$ cat src/hdl/range_count_greater_than_assert.svh
// assertion macros for the range count block
// used by the top level, no other dependencies
`ifndef RANGE_COUNT_GREATER_THAN_ASSERT_SVH
`define RANGE_COUNT_GREATER_THAN_ASSERT_SVH

`ifndef SYNTHESIS

`define RCGT_ASSERT(lbl, clk, rst_n, prop) \
  lbl: assert property (@(posedge clk) disable iff (!rst_n) (prop)) \
    else $error("rcgt assertion failed");

`define RCGT_ASSERT_IMPL(lbl, clk, rst_n, ante, cons) \
  lbl: assert property (@(posedge clk) disable iff (!rst_n) (ante) |-> (cons)) \
    else $error("rcgt assertion failed");

`define RCGT_ASSERT_NEXT(lbl, clk, rst_n, ante, cons) \
  lbl: assert property (@(posedge clk) disable iff (!rst_n) (ante) |=> (cons)) \
    else $error("rcgt assertion failed");

`else

`define RCGT_ASSERT(lbl, clk, rst_n, prop)
`define RCGT_ASSERT_IMPL(lbl, clk, rst_n, ante, cons)
`define RCGT_ASSERT_NEXT(lbl, clk, rst_n, ante, cons)

`endif

`endif

$ cat src/hdl/rcgt_pkg.sv
// types and constants shared by the range count cells and top level
// no dependencies
package rcgt_pkg;

  localparam int IDX_W = 10;
  localparam int CNT_W = 11;
  localparam int IDX_SPAN = 1 << IDX_W;
  localparam int APB_ADDR_W = 3;

  localparam logic [CNT_W-1:0] COUNT_RESET = 11'd1024;
  localparam logic REG_ELEMENT_COUNT = 1'b0;

  typedef enum logic {
    CMD_LOAD  = 1'b0,
    CMD_QUERY = 1'b1
  } cmd_e;

  typedef struct packed {
    logic             valid;
    logic             is_query;
    logic             live;
    logic [IDX_W-1:0] addr;
    logic [IDX_W-1:0] high;
    logic [CNT_W-1:0] count;
  } token_t;

endpackage

$ cat src/hdl/rcgt_cell.sv
// one element cell: holds one stored value, applies passing loads and
// adds its vote to passing queries; depends on rcgt_pkg
module rcgt_cell #(
  parameter int CELL_INDEX = 0,
  parameter int VALUE_BITS = 32
) (
  input  logic                  clk_i,
  input  logic                  rst_ni,
  input  logic                  en_i,
  input  rcgt_pkg::token_t      tok_i,
  input  logic [VALUE_BITS-1:0] value_i,
  output rcgt_pkg::token_t      tok_o,
  output logic [VALUE_BITS-1:0] value_o
);
  import rcgt_pkg::*;

  localparam logic [IDX_W-1:0] POS = IDX_W'(CELL_INDEX);

  token_t                tok_d, tok_q;
  logic [VALUE_BITS-1:0] value_q;
  logic [VALUE_BITS-1:0] elem_d, elem_q;
  logic                  hit_load, in_range, greater;

  always_comb begin
    hit_load = tok_i.valid && !tok_i.is_query && (tok_i.addr == POS);
    in_range = tok_i.live && (tok_i.addr <= POS) && (POS <= tok_i.high);
    greater  = $signed(elem_q) > $signed(value_i);
    tok_d    = tok_i;
    if (tok_i.valid && tok_i.is_query && in_range && greater) begin
      tok_d.count = tok_i.count + CNT_W'(1);
    end
    elem_d = hit_load ? value_i : elem_q;
  end

  always_ff @(posedge clk_i or negedge rst_ni) begin
    if (!rst_ni) begin
      tok_q <= '0;
    end else if (en_i) begin
      tok_q <= tok_d;
    end
  end

  always_ff @(posedge clk_i) begin
    if (en_i) begin
      value_q <= value_i;
      elem_q  <= elem_d;
    end
  end

  assign tok_o   = tok_q;
  assign value_o = value_q;

endmodule

$ cat config.mk
export PLATFORM = sky130hd
export DESIGN_NAME = rcgt_cell
export DESIGN_NICKNAME = d
export VERILOG_FILES = /design/src/hdl/range_count_greater_than_assert.svh /design/src/hdl/rcgt_pkg.sv /design/src/hdl/rcgt_cell.sv
export SDC_FILE = /design/constraint.sdc
export NUM_CORES = 1
export LEC_CHECK = 0
export ABC_CLOCK_PERIOD_IN_PS = 3020
export BUFFER_PORTS_ARGS = -buffer_cell sky130_fd_sc_hd__buf_4
export CAP_MARGIN = 20
export CORE_ASPECT_RATIO = 0.7
export CORE_MARGIN = 2
export CORE_UTILIZATION = 37
export CTS_CLUSTER_DIAMETER = 80
export DETAILED_ROUTE_END_ITERATION = 16
export PLACE_DENSITY = 0.62
export SLEW_MARGIN = 5
export SYNTH_ARGS = -nofsm -noshare
export SYNTH_HDL_FRONTEND = slang
export SYNTH_SLANG_ARGS = --single-unit
$ cat constraint.sdc
create_clock -name clk_i -period 3.02 [get_ports clk_i]
set_input_delay 0.302 -clock clk_i [delete_from_list [all_inputs] [get_ports clk_i]]
set_output_delay 0.302 -clock clk_i [all_outputs]
set_load 0.05 [all_outputs]
# --- Word-level counts from Yosys, hierarchy flattened ---
# Index checks and enable logic that the tools add are counted.
op_classes:
  add_sub_neg: 1
  order_cmp: 3
  n_mux: 1
  reduce_logical: 10
ops:
  columns: ["cell", "count"]
  rows:
  - ["$gt A32 B32 Y1", 1]
  - ["$add A11 B1 Y11 const B", 1]
  - ["$mux W11", 1]
  - ["$le A1 B10 Y1 const A", 1]
  - ["$le A10 B1 Y1 const B", 1]
  - ["$logic_not A10 Y1", 1]
  - ["$logic_and A1 B1 Y1", 7]
  - ["$reduce_and A2 Y1", 1]
  - ["$logic_not A1 Y1", 1]
totals:
  regBits: 98
  in_bits: 69
  out_inout_bits: 66
  elab_cells: 23

# --- Longest topological paths before layout ---
logic_depth:
  ltp_word: 6
  ltp_mapped: 10
  ltp_nobuf: 9

# --- Worst setup path before layout ---
# Ideal clock, no wire load.
synth_path:
  path_kind: "input -> register"
  start: "input en_i"
  end: "register elem_q[0], enable pin"
  setup_ns: 0.461
  arrival_ns: 2.953
  required_ns: 2.559
  setup_slack_ns: -0.395
  stages: 3
  path_buffers: 1
  path_cell_list: "clkbuf_1 > inv_1 > nor3_1"
synth_via:
  elab_chain_cells: 1
synth_lines:
  columns: ["element", "line", "rtl"]
  rows:
  - ["from (decl)", "rcgt_cell.sv:9", "input logic en_i,"]
  - ["$reduce_and A2 Y1 (no source line)", null, null]
  - ["to (signal assigned)", "rcgt_cell.sv:46", "elem_q <= elem_d;"]
  - ["to (decl)", "rcgt_cell.sv:21", "logic [VALUE_BITS-1:0] elem_d, elem_q;"]
# Every way passes these cells.
# A chain may end at the register's enable or synchronous reset.

# --- Worst setup path in the final report ---
layout_path:
  start: "register elem_q[14]"
  end: "register tok_q (netlist bit tok_o[8])"
layout_via:
  elab_chain_cells: 3
layout_lines:
  columns: ["element", "line", "rtl"]
  rows:
  - ["$gt A32 B32 Y1", "rcgt_cell.sv:27", "greater = $signed(elem_q) > $signed(value_i);"]
  - ["$logic_and A1 B1 Y1", "rcgt_cell.sv:29", "if (tok_i.valid && tok_i.is_query && in_range && greater) begin"]
  - ["$mux W11", "rcgt_cell.sv:29", null]
  - ["to (signal assigned)", "rcgt_cell.sv:39", "tok_q <= tok_d;"]
  - ["to (decl)", "rcgt_cell.sv:19", "token_t tok_d, tok_q;"]
# Every way passes these cells.

==> results.toml <==
[sta]
rsz0062_at_grt = "no"
clock_skew_ns = 0.00349
hold_slack_ns = 0.153
fin_crit_ns = 2.64
max_freq_mhz = 379
post-route-period-util = 0.873
finalHoldViolations = 0
finalMaxSlewViolations = 0
slew-limit-headroom = 0.599
finalSetupTns_ns = 0
setup_viol = 0
worstMarginPinSlew_ns = 0.601

[clocking]
cts-root-buf = "clkbuf_16"
clkTransAtPathRegs_ns = 0.06
clkSinkCount = 98
hold_buffers = 1
ctsLongestPathBuffers = 2
cts-resized-gates = 0
cts_buffers = 9
cts_setup_buffers = 0
clock_latency_ns = 0.34
cts_tree = "built"
cts_max_level = 3

[setup_path]
crit_type = "flop to flop"
path_max_fanout = 16
r2r_end = "tok_o[8]"
worstPathCellList = "ha_1 -> nand4_1 -> nor4_2 -> a21boi_1 -> o31a_2 -> o211ai_4 -> or4_1 -> a31oi_1"
cp.depth = 8
end_kind = "flop"
crit_required_ns = 3.28
reg2reg_slack_ns = 0.38
cpPeakStageDelay_ns = 0.50
worst-path-buf-inv = 0
cp_top_family = "simple AND/OR/NAND/NOR gates"
cp.arrival_ns = 2.90
r2r_cells = 8
startpoint_type = "flop"
r2r-start = "elem_q[14]"
slowest_stage = "or4_1"

[detailed_routing]
wire_per_inst_um = 15.4
antenna_left = 0
drt-pass1-iter-count = 4
route.vias.total = 2923
drc = 0
wl_mm = 9.42
viasPerCell = 4.77
drt_iter0_markers = 181

[global_routing]
antenna_found_initial = 0
grt_pass1_vias = 2863
grt_first_pass_wirelength_mm = 14.7
gr-total-overflow = 0
grt_use_total = 0.152
grt_max_degree = 56

[placement]
place_congestion = 0.776
place_hpwl_mm = 6.98
io_buffers = 134

[yosys]
synth_top_cell_area_share = 0.444
netlist_top_cells_count = "64 x edfxtp_1, 35 x inv_1, 34 x dfrtp_1"
synth.top_cells.by_area = "edfxtp_1 44%, dfrtp_1 20%, ha_1 9.5%"
syn-num-nets = 415
synth_top_area_cell = "edfxtp_1"
syn_area_per_cell_um2 = 13.8
yosysWarnings = 0
synth-main-ff-cell = "edfxtp_1"
ys_ff_latch = 98
synth_seq_area_share = 0.641
synth_cells = 313
synth_edf_count = 64
yosysUniqueCellTypes = 44
yosysMostFrequentCell = "edfxtp_1"
synthArstFlopShare = 0.347
synth_area_um2 = 4330

[power_and_ir_drop]
irDropWorstVdd_uv = 309
power_leakage_uw = 0.00254
p_per_area_nw_per_um2 = 570
power_uw = 3310

[hold_path]
worstHoldStart = "value_i[9]"
min_to = "value_o[9]"
min_path_type = "input pin to flop"
worstHoldPathCells = 1

[floorplan]
io_pins = 135
num_rows = 32
initial_core_util = 0.386
die_area_um2 = 12600
die_x_um = 133
die_y_um = 94.5
core-area_um2 = 11200

[layout]
synthToLayoutAreaGrowth_pct = 34.4
final_nets = 557
drive_above_1_share = 0.398
antennaDiodeCount = 0

[status]
status = "completed"

[flow_run]
maxCapViolCount = 0
cell families (layout without fill, tap and decap cells):
kind of cell	Yosys count	in the layout	share of synthesized area
flip-flops	98	98	0.641
AND/OR/NAND/NOR	67	67	0.0876
AO/OA/AOI/OAI	49	49	0.0743
buffers and inverters	41	188	0.0373
adder cells (fa/ha/maj)	33	33	0.0955
multiplexers	24	24	0.0622
XOR/XNOR	1	1	0.00203
power breakdown:
group          internal, µW  leakage, µW  switching [µW]  total [µW]
clock                   632     0.000140             478        1110
sequential             1520     0.000993            33.1        1550
combinational           221      0.00140             432         653
total                  2370      0.00254             943        3310
area by class of cell:
type / instances / area (µm²)
clock inverter: 7 / 60.1
multi-input combinational: 174 / 1400
tap: 153 / 191
sequential: 98 / 2770
timing repair buffer: 137 / 1030
clock buffer: 9 / 225
inverter: 35 / 131
fill: 1010 / 5400
layout by cell type, fill, tap and decap left out, drive strengths merged, types with 2 or more instances in the layout:
cell type    n
clkbuf       9
nor3         3
clkinv       5
edfxtp      64
nand3       10
buf        136
a31oi        8
nand2b       2
or4          5
o31ai        5
o21ai        7
nor2        13
mux2        23
or3          3
inv         35
dfrtp       34
o211ai       3
nor4         3
nand2       13
ha          33
a21oi       17
nand4        7
and3         3
state kept, by name (all words and copies together), names as in the netlist:
signal,cells
tok_o,34
value_o,32
elem_q,32
per-stage QoR:
stage	instances	cell area [µm²]	setup WS, ns	utilization
finish	613	5810	0.382	0.519
global route	613	5810	0.182	0.519
CTS	613	5810	0.351	0.519
detailed placement	596	5520	0.299	0.492
global placement	596	5520	0.379	0.492
floorplan	313	4330	0.593	-
how the worst max path moves through the flow:
stage / from / slack, ns / endpoint
after global routing: elem_q[14] / 0.18 / tok_o[6]
after floorplan: en_i / 0.59 / elem_q[0]
after CTS: elem_q[14] / 0.35 / tok_o[8]
after detailed placement: value_i[14] / 0.30 / tok_o[8]
after global placement: value_i[14] / 0.38 / tok_o[6]
final: elem_q[14] / 0.38 / tok_o[8]
per-layer routing:
metal	up-vias	wire, µm	track usage
met3	9	541	0.0521
met5	-	0	0
met1	1396	4520	0.212
li1	1440	-	-
met2	78	4270	0.226
met4	0	82	0.0452
No activity file was read; power rests on OpenSTA's default activity.
